===== src/hdl/lrto_pkg.sv =====
// Package for the lidar ring yaw time offset block.
// Types, register indexes, CORDIC arctangent table and sequencer states.
// No dependencies.
package lrto_pkg;

  localparam int RINGS     = 64;
  localparam int RING_W    = 6;
  localparam int TIME_W    = 20;
  localparam int YAW_W     = 16;
  localparam int CORD_IT   = 16;
  localparam int CORD_W    = 32;
  localparam int ANG_W     = 26;

  localparam logic [TIME_W-1:0] TIME_MAX   = 20'hFFFFF;
  localparam logic [16:0]       TURN_UNITS = 17'd46080;
  localparam logic [ANG_W-1:0]  HALF_TURN  = 26'd11796480;

  localparam logic [1:0] REG_BLIND = 2'd0;
  localparam logic [1:0] REG_DEC   = 2'd1;
  localparam logic [1:0] REG_MSPD  = 2'd2;
  localparam logic [1:0] REG_TSCL  = 2'd3;

  typedef enum logic [3:0] {
    ST_IDLE,
    ST_SQX,
    ST_SQY,
    ST_SQZ,
    ST_PTIME,
    ST_CORDIC,
    ST_LOOKUP,
    ST_LAG,
    ST_TURN,
    ST_FINISH,
    ST_OUT
  } state_t;

  typedef struct packed {
    logic start;
    logic [18:0] x;
    logic [18:0] y;
  } cord_req_t;

  typedef struct packed {
    logic done;
    logic signed [YAW_W-1:0] yaw;
  } cord_rsp_t;

  function automatic logic [ANG_W-1:0] atan_q16(input logic [3:0] i);
    logic [ANG_W-1:0] v;
    case (i)
      4'd0:  v = 26'd2949120;
      4'd1:  v = 26'd1740967;
      4'd2:  v = 26'd919879;
      4'd3:  v = 26'd466945;
      4'd4:  v = 26'd234379;
      4'd5:  v = 26'd117304;
      4'd6:  v = 26'd58666;
      4'd7:  v = 26'd29335;
      4'd8:  v = 26'd14668;
      4'd9:  v = 26'd7334;
      4'd10: v = 26'd3667;
      4'd11: v = 26'd1833;
      4'd12: v = 26'd917;
      4'd13: v = 26'd458;
      4'd14: v = 26'd229;
      4'd15: v = 26'd115;
      default: v = '0;
    endcase
    return v;
  endfunction

endpackage


===== src/hdl/lrto_ram.sv =====
// Generic single-port-write, registered-read RAM.
// No dependencies.
module lrto_ram #(
  parameter int WIDTH = 8,
  parameter int DEPTH = 64
) (
  input  logic                     clk,
  input  logic                     we,
  input  logic [$clog2(DEPTH)-1:0] waddr,
  input  logic [WIDTH-1:0]         wdata,
  input  logic [$clog2(DEPTH)-1:0] raddr,
  output logic [WIDTH-1:0]         rdata
);
  logic [WIDTH-1:0] mem [DEPTH];

  always_ff @(posedge clk) begin
    if (we) begin
      mem[waddr] <= wdata;
    end
    rdata <= mem[raddr];
  end
endmodule


===== src/hdl/lrto_cordic.sv =====
// Iterative CORDIC vectoring unit: azimuth in 1/128 degree, one step a cycle.
// Depends on lrto_pkg.
module lrto_cordic (
  input  logic               clk,
  input  logic               rst_n,
  input  lrto_pkg::cord_req_t req,
  output lrto_pkg::cord_rsp_t rsp
);
  logic signed [lrto_pkg::CORD_W-1:0] x_r, y_r, x_nxt, y_nxt;
  logic signed [lrto_pkg::ANG_W-1:0]  z_r, z_nxt;
  logic [3:0] it_r, it_nxt;
  logic busy_r, busy_nxt, done_r, done_nxt;
  logic signed [lrto_pkg::CORD_W-1:0] xs, ys, xi, yi;
  logic signed [lrto_pkg::ANG_W-1:0]  zr;
  logic signed [lrto_pkg::YAW_W-1:0]  yaw_r, yaw_nxt;
  logic zero;

  always_comb begin
    xi = {{(lrto_pkg::CORD_W-29){req.x[18]}}, req.x, 10'd0};
    yi = {{(lrto_pkg::CORD_W-29){req.y[18]}}, req.y, 10'd0};
    zero = (req.x == '0) && (req.y == '0);
    xs = x_r >>> it_r;
    ys = y_r >>> it_r;
    x_nxt = x_r; y_nxt = y_r; z_nxt = z_r;
    it_nxt = it_r; busy_nxt = busy_r; done_nxt = 1'b0;
    yaw_nxt = yaw_r;
    zr = z_r + lrto_pkg::ANG_W'(256);
    if (req.start) begin
      if (zero) begin
        yaw_nxt = '0;
        done_nxt = 1'b1;
      end else begin
        busy_nxt = 1'b1;
        it_nxt = '0;
        if (xi < 0) begin
          x_nxt = -xi; y_nxt = -yi;
          z_nxt = (yi >= 0) ? $signed(lrto_pkg::HALF_TURN) : -$signed(lrto_pkg::HALF_TURN);
        end else begin
          x_nxt = xi; y_nxt = yi; z_nxt = '0;
        end
      end
    end else if (busy_r) begin
      if (y_r >= 0) begin
        x_nxt = x_r + ys; y_nxt = y_r - xs;
        z_nxt = z_r + $signed(lrto_pkg::atan_q16(it_r));
      end else begin
        x_nxt = x_r - ys; y_nxt = y_r + xs;
        z_nxt = z_r - $signed(lrto_pkg::atan_q16(it_r));
      end
      if (it_r == 4'(lrto_pkg::CORD_IT - 1)) begin
        busy_nxt = 1'b0;
      end else begin
        it_nxt = it_r + 4'd1;
      end
    end else if (it_r == 4'(lrto_pkg::CORD_IT - 1) && !done_r) begin
      yaw_nxt = zr[lrto_pkg::ANG_W-2:9];
      done_nxt = 1'b1;
      it_nxt = '0;
    end
  end

  always_ff @(posedge clk) begin
    if (!rst_n) begin
      busy_r <= 1'b0;
      done_r <= 1'b0;
      it_r   <= '0;
    end else begin
      busy_r <= busy_nxt;
      done_r <= done_nxt;
      it_r   <= it_nxt;
    end
    x_r <= x_nxt; y_r <= y_nxt; z_r <= z_nxt; yaw_r <= yaw_nxt;
  end

  assign rsp.done = done_r;
  assign rsp.yaw  = yaw_r;
endmodule


===== src/hdl/lidar_ring_yaw_time_offset.sv =====
// Top level of the lidar point time offset block.
// Depends on lrto_pkg, lrto_cordic and lrto_ram.
//
// One point is taken at a time; in_tready is low while it is worked. A point
// with a sensor time needs one scaling product; an azimuth point also waits
// for the 16-step CORDIC loop, skipped when x and y are both zero. The single
// shared 32x32 multiplier forms the squared range and the time products. The
// result sits in an output register, and the next point is accepted once it
// has been taken, in the cycle after the result transfer at the earliest.
module lidar_ring_yaw_time_offset (
  input  logic        clk,
  input  logic        rst_n,
  input  logic        in_tvalid,
  output logic        in_tready,
  // pos_x[18:0], pos_y[37:19], pos_z[56:38], intensity[72:57],
  // ring[78:73], point_time[98:79], zero pad
  input  logic [103:0] in_tdata,
  // has_point_time[0], frame_start[1]
  input  logic [1:0]  in_tuser,
  output logic        out_tvalid,
  input  logic        out_tready,
  // out_x[18:0], out_y[37:19], out_z[56:38], out_intensity[72:57],
  // offset_time[92:73], zero pad
  output logic [95:0] out_tdata,
  input  logic        cfg_valid,
  output logic        cfg_ready,
  input  logic [1:0]  cfg_index,
  input  logic [37:0] cfg_data
);
  lrto_pkg::state_t st_r, st_nxt;
  logic [37:0] blind_r;
  logic [7:0]  dec_r, idx_r, idx_nxt;
  logic [19:0] mspd_r;
  logic [23:0] tscl_r;
  logic [lrto_pkg::RINGS-1:0] seen_r, seen_nxt;
  logic [103:0] pt_r;
  logic [1:0]  usr_r;
  logic keep_r, keep_nxt, drop_r, drop_nxt;
  logic [39:0] rsq_r, rsq_nxt;
  logic [19:0] t_r, t_nxt;
  logic [20:0] tt_r, tt_nxt;
  logic [19:0] last_q;
  logic signed [15:0] first_q;
  logic [95:0] od_r, od_nxt;
  logic ov_r, ov_nxt;
  logic [31:0] ma, mb;
  logic [63:0] mp;
  logic [63:0] turn_p;
  logic signed [18:0] sx, sy, sz;
  logic [5:0] ring;
  logic we_yaw, we_last;
  logic [15:0] wyaw;
  logic [19:0] wlast;
  lrto_pkg::cord_req_t creq;
  lrto_pkg::cord_rsp_t crsp;
  logic signed [17:0] d;
  logic [7:0] dec_eff, idx_base;
  logic [50:0] tmp;

  assign sx = pt_r[18:0];
  assign sy = pt_r[37:19];
  assign sz = pt_r[56:38];
  assign ring = pt_r[78:73];

  lrto_cordic u_cordic (.clk(clk), .rst_n(rst_n), .req(creq), .rsp(crsp));

  lrto_ram #(.WIDTH(16), .DEPTH(lrto_pkg::RINGS)) u_yaw (
    .clk(clk), .we(we_yaw), .waddr(ring), .wdata(wyaw), .raddr(ring), .rdata(first_q));
  lrto_ram #(.WIDTH(20), .DEPTH(lrto_pkg::RINGS)) u_last (
    .clk(clk), .we(we_last), .waddr(ring), .wdata(wlast), .raddr(ring), .rdata(last_q));

  assign mp = ma * mb;
  assign in_tready = (st_r == lrto_pkg::ST_IDLE) && !ov_r;
  assign cfg_ready = 1'b1;
  assign out_tvalid = ov_r;
  assign out_tdata = od_r;

  always_comb begin
    st_nxt = st_r; idx_nxt = idx_r; seen_nxt = seen_r;
    keep_nxt = keep_r; drop_nxt = drop_r; rsq_nxt = rsq_r;
    t_nxt = t_r; tt_nxt = tt_r; od_nxt = od_r; ov_nxt = ov_r;
    ma = '0; mb = '0;
    creq.start = 1'b0; creq.x = sx; creq.y = sy;
    we_yaw = 1'b0; we_last = 1'b0; wyaw = crsp.yaw; wlast = '0;
    d = '0; tmp = '0; turn_p = '0;
    dec_eff = (dec_r == 8'd0) ? 8'd1 : dec_r;
    idx_base = in_tuser[1] ? 8'd0 : idx_r;
    if (ov_r && out_tready) ov_nxt = 1'b0;
    case (st_r)
      lrto_pkg::ST_IDLE: begin
        if (in_tvalid && in_tready) begin
          if (in_tuser[1]) seen_nxt = '0;
          keep_nxt = (idx_base == 8'd0);
          idx_nxt = (9'(idx_base) + 9'd1 >= 9'(dec_eff)) ? 8'd0 : idx_base + 8'd1;
          drop_nxt = 1'b0; rsq_nxt = '0; t_nxt = '0;
          st_nxt = lrto_pkg::ST_SQX;
        end
      end
      lrto_pkg::ST_SQX: begin
        ma = 32'(unsigned'(sx < 0 ? -sx : sx)); mb = ma;
        rsq_nxt = rsq_r + 40'(mp);
        st_nxt = lrto_pkg::ST_SQY;
      end
      lrto_pkg::ST_SQY: begin
        ma = 32'(unsigned'(sy < 0 ? -sy : sy)); mb = ma;
        rsq_nxt = rsq_r + 40'(mp);
        st_nxt = lrto_pkg::ST_SQZ;
      end
      lrto_pkg::ST_SQZ: begin
        ma = 32'(unsigned'(sz < 0 ? -sz : sz)); mb = ma;
        rsq_nxt = rsq_r + 40'(mp);
        if (usr_r[0]) st_nxt = lrto_pkg::ST_PTIME;
        else if (32'(ring) >= lrto_pkg::RINGS) begin
          drop_nxt = 1'b1; st_nxt = lrto_pkg::ST_FINISH;
        end else begin
          creq.start = 1'b1; st_nxt = lrto_pkg::ST_CORDIC;
        end
      end
      lrto_pkg::ST_PTIME: begin
        ma = 32'(pt_r[98:79]); mb = 32'(tscl_r);
        tmp = 51'(mp) + 51'd32768;
        t_nxt = (tmp[50:16] > 35'(lrto_pkg::TIME_MAX)) ? lrto_pkg::TIME_MAX : tmp[35:16];
        st_nxt = lrto_pkg::ST_FINISH;
      end
      lrto_pkg::ST_CORDIC: begin
        if (crsp.done) st_nxt = lrto_pkg::ST_LOOKUP;
      end
      lrto_pkg::ST_LOOKUP: begin
        if (!seen_r[ring]) begin
          seen_nxt[ring] = 1'b1; we_yaw = 1'b1; we_last = 1'b1; wlast = '0;
          drop_nxt = 1'b1; st_nxt = lrto_pkg::ST_FINISH;
        end else begin
          st_nxt = lrto_pkg::ST_LAG;
        end
      end
      lrto_pkg::ST_LAG: begin
        d = 18'(first_q) - 18'(crsp.yaw);
        if (crsp.yaw > first_q) d = d + 18'(lrto_pkg::TURN_UNITS);
        ma = 32'(unsigned'(d)); mb = 32'(mspd_r);
        tmp = 51'(mp) + 51'd4096;
        tt_nxt = (tmp[50:13] > 38'h1FFFFF) ? 21'h1FFFFF : tmp[33:13];
        st_nxt = lrto_pkg::ST_TURN;
      end
      lrto_pkg::ST_TURN: begin
        ma = 32'(lrto_pkg::TURN_UNITS); mb = 32'(mspd_r);
        turn_p = (mp + 64'd4096) >> 13;
        tmp = 51'(tt_r);
        if (tt_r < 21'(last_q)) tmp = tmp + 51'(turn_p);
        t_nxt = (tmp > 51'(lrto_pkg::TIME_MAX)) ? lrto_pkg::TIME_MAX : tmp[19:0];
        we_last = 1'b1; wlast = t_nxt;
        st_nxt = lrto_pkg::ST_FINISH;
      end
      lrto_pkg::ST_FINISH: begin
        if (!drop_r && keep_r && rsq_r > 40'(blind_r)) st_nxt = lrto_pkg::ST_OUT;
        else st_nxt = lrto_pkg::ST_IDLE;
      end
      lrto_pkg::ST_OUT: begin
        if (!ov_r) begin
          od_nxt = {3'd0, t_r, pt_r[72:0]};
          ov_nxt = 1'b1;
          st_nxt = lrto_pkg::ST_IDLE;
        end
      end
      default: st_nxt = lrto_pkg::ST_IDLE;
    endcase
  end

  always_ff @(posedge clk) begin
    if (!rst_n) begin
      st_r <= lrto_pkg::ST_IDLE;
      idx_r <= '0; seen_r <= '0; ov_r <= 1'b0;
      blind_r <= 38'd105; dec_r <= 8'd1; mspd_r <= 20'd18157; tscl_r <= 24'd67109;
    end else begin
      st_r <= st_nxt; idx_r <= idx_nxt; seen_r <= seen_nxt; ov_r <= ov_nxt;
      if (cfg_valid && cfg_ready) begin
        case (cfg_index)
          lrto_pkg::REG_BLIND: blind_r <= cfg_data;
          lrto_pkg::REG_DEC:   dec_r <= cfg_data[7:0];
          lrto_pkg::REG_MSPD:  mspd_r <= cfg_data[19:0];
          lrto_pkg::REG_TSCL:  tscl_r <= cfg_data[23:0];
          default: ;
        endcase
      end
    end
    if (in_tvalid && in_tready) begin
      pt_r <= in_tdata; usr_r <= in_tuser;
    end
    keep_r <= keep_nxt; drop_r <= drop_nxt; rsq_r <= rsq_nxt;
    t_r <= t_nxt; tt_r <= tt_nxt; od_r <= od_nxt;
  end
endmodule


===== config.mk =====
export PLATFORM = sky130hd
export DESIGN_NAME = lidar_ring_yaw_time_offset
export DESIGN_NICKNAME = d
export VERILOG_FILES = /design/src/hdl/lrto_pkg.sv /design/src/hdl/lrto_ram.sv /design/src/hdl/lrto_cordic.sv /design/src/hdl/lidar_ring_yaw_time_offset.sv
export SDC_FILE = /design/constraint.sdc
export NUM_CORES = 2
export LEC_CHECK = 0
export BUFFER_PORTS_ARGS = -buffer_cell sky130_fd_sc_hd__buf_2
export CORE_AREA = 2 2 622 624
export CTS_CLUSTER_DIAMETER = 100
export DETAILED_ROUTE_END_ITERATION = 16
export DIE_AREA = 0 0 624 626
export PLACE_DENSITY = 0.58
export SLEW_MARGIN = 10
export SYNTH_ARGS = -nofsm -noshare
export SYNTH_HDL_FRONTEND = slang
export SYNTH_HIERARCHICAL = 1
export SYNTH_SLANG_ARGS = --single-unit

===== constraint.sdc =====
create_clock -name clk -period 21.8 [get_ports clk]
set_clock_uncertainty 0.15 [all_clocks]
set_input_delay 5.45 -clock clk [delete_from_list [all_inputs] [get_ports clk]]
set_output_delay 5.45 -clock clk [all_outputs]
set_load 0.01 [all_outputs]

Yosys cells after proc, flatten, opt, wreduce, memory -nomap -nowiden
Memories as Yosys holds them, arrays and structs flattened. A register that Yosys moved wholly into a read port is not among the register bits.
Index checks and enable logic that the tools add are counted.
Widths: inputs -> output; s select.

cells by class
  eq/ne operators = 23
  reductions and logical operators = 40
  $add $sub $neg = 22
  shift operators = 2
  mux-type cells = 91
  bitwise operators = 2
  $lt $le $gt $ge = 15
  $mul = 1

operators with widths
  kind                    number
  $mux 32                 10
  $mux 26                 12
  $mux 64                 3
  $pmux 64 s2             1
  $pmux 20 s6             1
  $pmux 24 s5             1
  $mux 51                 2
  $mux 20                 4
  $pmux 40 s2             1
  $add 32x32->32          2
  $add 64x13->64 const B  1
  $mul 32x32->64          1
  $mux 16                 4
  $neg 29->32             2
  $or 64x64->64           1
  $sshr 32x4->32          2
  $sub 32x32->32          2
  $pmux 20 s3             1
  $lt 19x1->1 const B     3
  $mux 19                 3
  $neg 19->19             3
  $mux 4                  14
  $add 21x51->51          1
  $add 51x13->51 const B  1
  other kinds (53)        120

storage, ports and cells
  input bits = 151
  bits in writable memories = 2,304
  memories = 4
  flip-flop bits (word level) = 555
  ROM bits = 704

memory list
  name              words  bits a word  rd ports  clocked after Yosys merged registers in  write ports  line            source
  u_last.mem        64     20           1         1                                        1            lrto_ram.sv:14  logic [WIDTH-1:0] mem [DEPTH];
  u_yaw.mem         64     16           1         1                                        1            lrto_ram.sv:14
  (name not given)  16     22           1         1                                        0            lrto_pkg.sv:50  case (i)
  (name not given)  16     22           1         1                                        0            lrto_pkg.sv:50

Longest topological paths before layout
  depth in word-level cells = 12
  mapped depth = 63

Cells and area by module
The synthesis kept the hierarchy.

modules (own cells, without submodules)
  module                      sequential area each (um^2)  area an instance (um^2)  instances  cells each
  lrto_ram (u_last)           38,837.2                     49,495.0                 1          2,243
  lidar_ring_yaw_time_offset  11,631.2                     40,528.9                 1          4,373
  lrto_ram (u_yaw)            31,069.8                     40,042.2                 1          1,829
  lrto_cordic                 3,713.6                      15,371.0                 1          1,724

Least setup slack after synthesis
No wires, ideal clock.

  kind = register -> register
  start = reg u_cordic/yaw_r[1] in the netlist's numbering
  end = mem u_last.mem[0][19], data pin
  data required time = 20.948 ns
  cell stages (with the launch flop) = 52
  arrival time = 15.481 ns
  clock period less this slack = 16.333 ns
  path slack = 5.467 ns
  cell sequence = edfxtp_1 > inv_1 > ha_1 > nor2b_1 > o21ai_0 > a21boi_0 > o21ai_0 > a21boi_0 > o21ai_0 > a21boi_0 > o21ai_0 > a211oi_1 > o21ai_0 > a211oi_1 > nor2_1 > xnor2_1 > o21ai_0 > clkbuf_1 > [... 16 more ...] > or3_1 > o211a_1 > o21ai_0 > nor4b_2 > nand4_1 > or3b_2 > clkbuf_1 > nor2_1 > xnor2_1 > ha_1 > nand4_1 > o22ai_1 > a211oi_1 > o21ai_0 > a31o_2 > xor2_1 > mux2i_1 > o21ai_0

on the way
  longest elaborated chain between the ends = 12
  elaborated cells between the ends (all ways) = 13
  classes of those cells = 4 x add/sub; 1 x mul; 2 x order compare; 6 x mux

RTL lines
  item                    line                               source
  from (decl)             lrto_cordic.sv:15                  logic signed [lrto_pkg::YAW_W-1:0] yaw_r, yaw_nxt;
  from (signal assigned)  lrto_cordic.sv:72                  x_r <= x_nxt; y_r <= y_nxt; z_r <= z_nxt; yaw_r <= yaw_nxt;
  $sub 16x16->17          lidar_ring_yaw_time_offset.sv:137  d = 18'(first_q) - 18'(crsp.yaw);
  $add 17x17->18          lidar_ring_yaw_time_offset.sv:138  if (crsp.yaw > first_q) d = d + 18'(lrto_pkg::TURN_UNITS);
  $mux 18 (*)             lidar_ring_yaw_time_offset.sv:138
  $pmux 20 s6 (*)         lidar_ring_yaw_time_offset.sv:89   case (st_r)
  $mul 32x32->64 (*)      lidar_ring_yaw_time_offset.sv:72   assign mp = ma * mb;
  $add 64x13->64 (*)      lidar_ring_yaw_time_offset.sv:146  turn_p = (mp + 64'd4096) >> 13;
  $add 21x51->51 (*)      lidar_ring_yaw_time_offset.sv:148  if (tt_r < 21'(last_q)) tmp = tmp + 51'(turn_p);
  $mux 51 (*)             lidar_ring_yaw_time_offset.sv:148
  $mux 51 (*)             lidar_ring_yaw_time_offset.sv:89
  $gt 51x20->1            lidar_ring_yaw_time_offset.sv:149  t_nxt = (tmp > 51'(lrto_pkg::TIME_MAX)) ? lrto_pkg::TIME_MAX : tmp[19:0];
  $mux 20 (*)             lidar_ring_yaw_time_offset.sv:149
  $mux 20 (*)             --
  net wlast[19]           lidar_ring_yaw_time_offset.sv:53   logic [19:0] wlast;
  to (decl)               lrto_ram.sv:14

The timed path passes the listed nets; every way through them passes the cells marked *. The select of a mux whose other input is x is not followed.

Worst setup path in the final report
  start = reg u_cordic/yaw_r[1] in the netlist's numbering
  end = mem u_last.mem[62][10], data pin

Same word-level chain as after synthesis.

==> report_table.html <==
<table>
<tr><th>Metric</th><th>Value</th></tr>
<tr><th colspan="2">Worst setup path</th></tr>
<tr><td>R2R Setup Slk</td><td>4.14 ns</td></tr>
<tr><td>Nature of the critical path startpoint</td><td>flop</td></tr>
<tr><td>Critical Path RT</td><td>around 22 ns</td></tr>
<tr><td>Cell count of the worst reg-to-reg path</td><td>53</td></tr>
<tr><td>Most frequent cell on the critical path</td><td>sky130_fd_sc_hd__o21ai_0</td></tr>
<tr><td>Critical Path Source</td><td>u_cordic/yaw_r[1]$_SDFFCE_PP0P_</td></tr>
<tr><td>Destination of the worst register-to-register timing path</td><td>u_last/mem[62][10]$_DFFE_PP_</td></tr>
<tr><td>Critical Path Slowest Stage Cell</td><td>sky130_fd_sc_hd__a31o_4</td></tr>
<tr><td>Crit-path max cell delay</td><td>0.76 ns</td></tr>
<tr><td>Max FO, Critical Path</td><td>65</td></tr>
<tr><td>WP data arrival</td><td>18.02 ns</td></tr>
<tr><td>Reg2reg start</td><td>u_cordic/yaw_r[1]$_SDFFCE_PP0P_</td></tr>
<tr><td>Kind of end point of the critical path</td><td>flop</td></tr>
<tr><td>Buffers and inverters on the worst path</td><td>4</td></tr>
<tr><td>Kind of cell with the highest combined delay on the critical path</td><td>compound AO/OA/AOI/OAI gates</td></tr>
<tr><td>Class of the most critical setup path</td><td>flop to flop</td></tr>
<tr><th colspan="2">Drt</th></tr>
<tr><td>Met1 routed wirelength after detailed routing</td><td>170000 um</td></tr>
<tr><td>Highest routed layer</td><td>met4</td></tr>
<tr><td>Per-cell routed wire length</td><td>25.0 um</td></tr>
<tr><td>Final routed wirelength across all metal layers</td><td>396000 um</td></tr>
<tr><td>Number of iterations in the first detailed-routing pass</td><td>6</td></tr>
<tr><td>Total DRC errors in the routed layout</td><td>0</td></tr>
<tr><td>DR WL met3</td><td>28100 um</td></tr>
<tr><td>Routed via count divided by cell count</td><td>5.60</td></tr>
<tr><td>DR vias</td><td>between 80000 and 90000</td></tr>
<tr><td>Number of DRC markers after the initial detailed-route iteration</td><td>8357</td></tr>
<tr><td>Metal2 WL</td><td>185000 um</td></tr>
<tr><td>Number of nets with antenna violations after detailed routing</td><td>0</td></tr>
<tr><th colspan="2">Timing</th></tr>
<tr><td>Setup total negative slack</td><td>0 ns</td></tr>
<tr><td>Actual slew at the worst max-slew pin</td><td>1.43 ns</td></tr>
<tr><td>Count of pins over their slew limit</td><td>0</td></tr>
<tr><td>Final Hold Fails</td><td>0</td></tr>
<tr><td>RSZ-0062 raised after global routing</td><td>false</td></tr>
<tr><td>Final setup vio count</td><td>0</td></tr>
<tr><td>Slew Limit Headroom</td><td>under 10%</td></tr>
<tr><td>Time the final worst path needs with I/O delays and setup</td><td>roughly 18 ns</td></tr>
<tr><td>Peak clock frequency supported by timing</td><td>~0.057 GHz</td></tr>
<tr><td>Final period util</td><td>81.0%</td></tr>
<tr><td>Worst setup slack after layout</td><td>4.14 ns</td></tr>
<tr><th colspan="2">Logic synthesis</th></tr>
<tr><td>Fraction of post-synthesis cell area in the top cell type by area</td><td>a little under three fifths</td></tr>
<tr><td>Most area-consuming cells after synthesis</td><td>sky130_fd_sc_hd__edfxtp_1 (55%), sky130_fd_sc_hd__mux4_2 (8.8%), sky130_fd_sc_hd__fa_1 (5.5%)</td></tr>
<tr><td>Count of distinct cell types in the synthesized netlist</td><td>approximately 110</td></tr>
<tr><td>Cell accounting for the most synthesized area</td><td>sky130_fd_sc_hd__edfxtp_1</td></tr>
<tr><td>EDFF count, synth</td><td>2685</td></tr>
<tr><td>Yosys warnings</td><td>6</td></tr>
<tr><td>Main synth FF type</td><td>sky130_fd_sc_hd__edfxtp_1</td></tr>
<tr><td>Sequential cell area fraction in the yosys report</td><td>58.6%</td></tr>
<tr><td>Top-count cell post-synth</td><td>sky130_fd_sc_hd__edfxtp_1</td></tr>
<tr><td>Async set-reset flop share out of synthesis</td><td>0%</td></tr>
<tr><td>Number of flip-flops and latches in the synthesized netlist</td><td>roughly 2900</td></tr>
<tr><td>Most numerous cell types in the synthesized netlist</td><td>sky130_fd_sc_hd__edfxtp_1 (2685), sky130_fd_sc_hd__nand2_1 (829), sky130_fd_sc_hd__nor2_1 (710)</td></tr>
<tr><td>Average cell area after synthesis</td><td>14.3 um2</td></tr>
<tr><td>Netlist area before placement</td><td>145000 um2</td></tr>
<tr><td>Synthesized instance count</td><td>10200</td></tr>
<tr><th colspan="2">Placed design</th></tr>
<tr><td>Worst slack, placed</td><td>between 4 and 5 ns</td></tr>
<tr><td>Count of buffers inserted at the top-level ports</td><td>240</td></tr>
<tr><td>Placer's final routability congestion estimate</td><td>0.894</td></tr>
<tr><td>Total placed cells including tap cells</td><td>about 15000</td></tr>
<tr><td>Area post-placement</td><td>approximately 150000 um2</td></tr>
<tr><td>Post-detailed-placement half-perimeter wirelength</td><td>258000 um</td></tr>
<tr><th colspan="2">Clock tree</th></tr>
<tr><td>Clock tree from TritonCTS</td><td>yes</td></tr>
<tr><td>Clock transition at the register clock pins on the worst setup and hold paths after CTS</td><td>0.06 ns</td></tr>
<tr><td>Number of buffers added for setup after CTS</td><td>0</td></tr>
<tr><td>Clock network latency to the later pin of the worst-skew pair</td><td>0.95 ns</td></tr>
<tr><td>Maximum buffer depth of the clock tree</td><td>4</td></tr>
<tr><td>Clock buffers created by TritonCTS</td><td>between 300 and 400</td></tr>
<tr><td>Number of levels in the clock H-tree</td><td>5</td></tr>
<tr><td>Clock Sink Count</td><td>2916</td></tr>
<tr><td>CTS Hold Buffers Added</td><td>0</td></tr>
<tr><td>Library cell used as clock root buffer</td><td>sky130_fd_sc_hd__clkbuf_16</td></tr>
<tr><td>CTS-repair resized insts</td><td>0</td></tr>
<tr><th colspan="2">Pwr</th></tr>
<tr><td>Leakage power figure</td><td>59.2 nW</td></tr>
<tr><td>Cell Pwr Density</td><td>120 nW/um2</td></tr>
<tr><td>Worst IR Drop VDD</td><td>approximately 140 uV</td></tr>
<tr><th colspan="2">Final layout</th></tr>
<tr><td>Finished Cell Area</td><td>between 150000 and 200000 um2</td></tr>
<tr><td>Utilization after layout</td><td>about 43%</td></tr>
<tr><td>Fill cell count</td><td>34300</td></tr>
<tr><td>Final standard cell count with taps included and fillers excluded</td><td>15800</td></tr>
<tr><td>Number of nets in the final layout</td><td>11400</td></tr>
<tr><td>Area growth from synthesis to layout</td><td>12.3%</td></tr>
<tr><td>Fraction of layout instances using a drive strength above 1</td><td>between 10% and 20%</td></tr>
<tr><th colspan="2">Floorplan</th></tr>
<tr><td>Core footprint</td><td>384000 um2</td></tr>
<tr><td>Initial Utilization</td><td>37.8%</td></tr>
<tr><td>Die X</td><td>624 um</td></tr>
<tr><td>I/O pins</td><td>250</td></tr>
<tr><td>Die outline height</td><td>about 630 um</td></tr>
<tr><td>Area of the die</td><td>391000 um2</td></tr>
<tr><td>Row cnt</td><td>228</td></tr>
<tr><th colspan="2">GRT</th></tr>
<tr><td>Antenna violations before repair</td><td>24</td></tr>
<tr><td>Vias in the first global route</td><td>90000</td></tr>
<tr><td>Wire length of the first global-routing pass</td><td>587000 um</td></tr>
<tr><td>Global Route Usage Sum</td><td>19.9%</td></tr>
<tr><td>Pin count of the biggest net entering global routing</td><td>123</td></tr>
<tr><td>GRT Residual Overflow</td><td>0</td></tr>
<tr><th colspan="2">Status</th></tr>
<tr><td>Result of the run</td><td>complete, no violations</td></tr>
<tr><th colspan="2">Worst hold path</th></tr>
<tr><td>Type of the most critical hold path</td><td>flop to flop</td></tr>
<tr><td>Start point of the worst min-delay path</td><td>pt_r[71]$_DFFE_PP_</td></tr>
<tr><td>Endpoint, Worst Hold</td><td>out_tdata[71]$_DFFE_PP_</td></tr>
<tr><td>Hold path cells</td><td>0</td></tr>
<tr><th colspan="2">Job</th></tr>
<tr><td>Max-cap violations</td><td>0</td></tr>
</table>
[per-stage QoR]
step / power (mW) / hold slack [ns]
floorplan: 11.9 / 0.250
global placement: 14.1 / 0.257
detailed placement: 14.2 / 0.255
CTS: 19.6 / 0.269
global route: 20.6 / 0.271
finish: 19.6 / 0.268
[sequential cells by signal, summed over array words and instances, names as in the netlist, 4 cells and up, named ones only]
| register | cells |
|---|---|
| u_cordic/yaw_r | 16 |
| u_yaw/mem | 1024 |
| out_tdata | 93 |
| dec_r | 8 |
| idx_r | 8 |
| u_last/mem | 1280 |
| u_cordic/it_r | 4 |
| u_yaw/rdata | 16 |
| u_cordic/x_r | 32 |
| blind_r | 38 |
| t_r | 20 |
| tt_r | 21 |
| mspd_r | 20 |
| seen_r | 64 |
| st_r | 4 |
| tscl_r | 24 |
| rsq_r | 40 |
| u_cordic/z_r | 25 |
| u_last/rdata | 20 |
| pt_r | 99 |
| u_cordic/y_r | 32 |
[how the worst max path moves through the flow]
stage                                   endpoint  slack, ns  cells past startpoint
floorplan            u_last/mem[0][19]$_DFFE_PP_       5.47                     51
global placement    u_last/mem[60][10]$_DFFE_PP_       4.63                     54
detailed placement  u_last/mem[61][10]$_DFFE_PP_       4.32                     53
CTS                 u_last/mem[62][10]$_DFFE_PP_       4.25                     53
global route        u_last/mem[62][10]$_DFFE_PP_       3.08                     54
finish              u_last/mem[62][10]$_DFFE_PP_       4.14                     53
[final cells by class]
| type | instances | area [um2] | area share [%] |
|---|---|---|---|
| tap | 5060 | 6330 | 3.87 |
| timing repair buffer | 491 | 3180 | 1.94 |
| antenna | 16 | 40.0 | 0.0245 |
| clock buffer | 421 | 8660 | 5.30 |
| multi-input combinational | 6157 | 56100 | 34.3 |
| clock inverter | 165 | 1640 | 1.00 |
| sequential | 2916 | 85300 | 52.2 |
| inverter | 589 | 2220 | 1.36 |
[worst register-to-register path, delay by kind of cell (launching register included)]
family	cells	cell delay, ns
simple gates	14	4.40
fa+ha+maj	10	4.76
buf+inv	4	1.27
compound gates	23	5.90
xor+xnor	2	0.36
flops	1	0.32
[cells by family (layout without fill, tap and decap cells)]
kind of cell | count (synthesis) | after routing | share of synthesized area [%]
flip-flops | 2916 | 2916 | 58.6
XOR/XNOR | 399 | 399 | 2.41
multiplexers | 974 | 974 | 11.7
buffers and inverters | 1098 | 1666 | 3.31
other | 2 | 20 | 0.00516
adder cells (fa/ha/maj) | 820 | 820 | 9.12
AO/OA/AOI/OAI | 1593 | 1593 | 7.26
AND/OR/NAND/NOR | 2367 | 2367 | 7.56
[placed cells by master (no fill, tap or decap), drive strengths merged, types with 59 or more instances in the layout]
master  instances
edfxtp       2685
nand2         830
nor2          712
inv           614
mux4          574
buf           491
clkbuf        421
ha            420
fa            400
o21ai         336
mux2i         335
a21oi         321
xnor2         259
dfxtp         231
xor2          140
nand3         132
a22oi         125
nand2b        115
a21o          114
nor2b         110
clkinv        107
nor3           87
a21boi         81
o22ai          74
o31ai          73
a31oi          72
mux2           65
nand4          64
o211ai         59
[power breakdown]
group          internal [mW]  switching [mW]  total, mW
registers               6.38           0.165       6.55
logic                   2.79            4.87       7.66
clock network           3.07            2.27       5.35
total                   12.3            7.30       19.6
[layer usage]
| metal | global-route usage [%] | vias to the layer above |
|---|---|---|
| li1 | - | 39000 |
| met4 | 6.76 | 0 |
| met3 | 3.35 | 633 |
| met1 | 27.4 | 45800 |
| met5 | 0 | - |
| met2 | 32.0 | 3183 |
No activity file was read; power rests on OpenSTA's default activity.
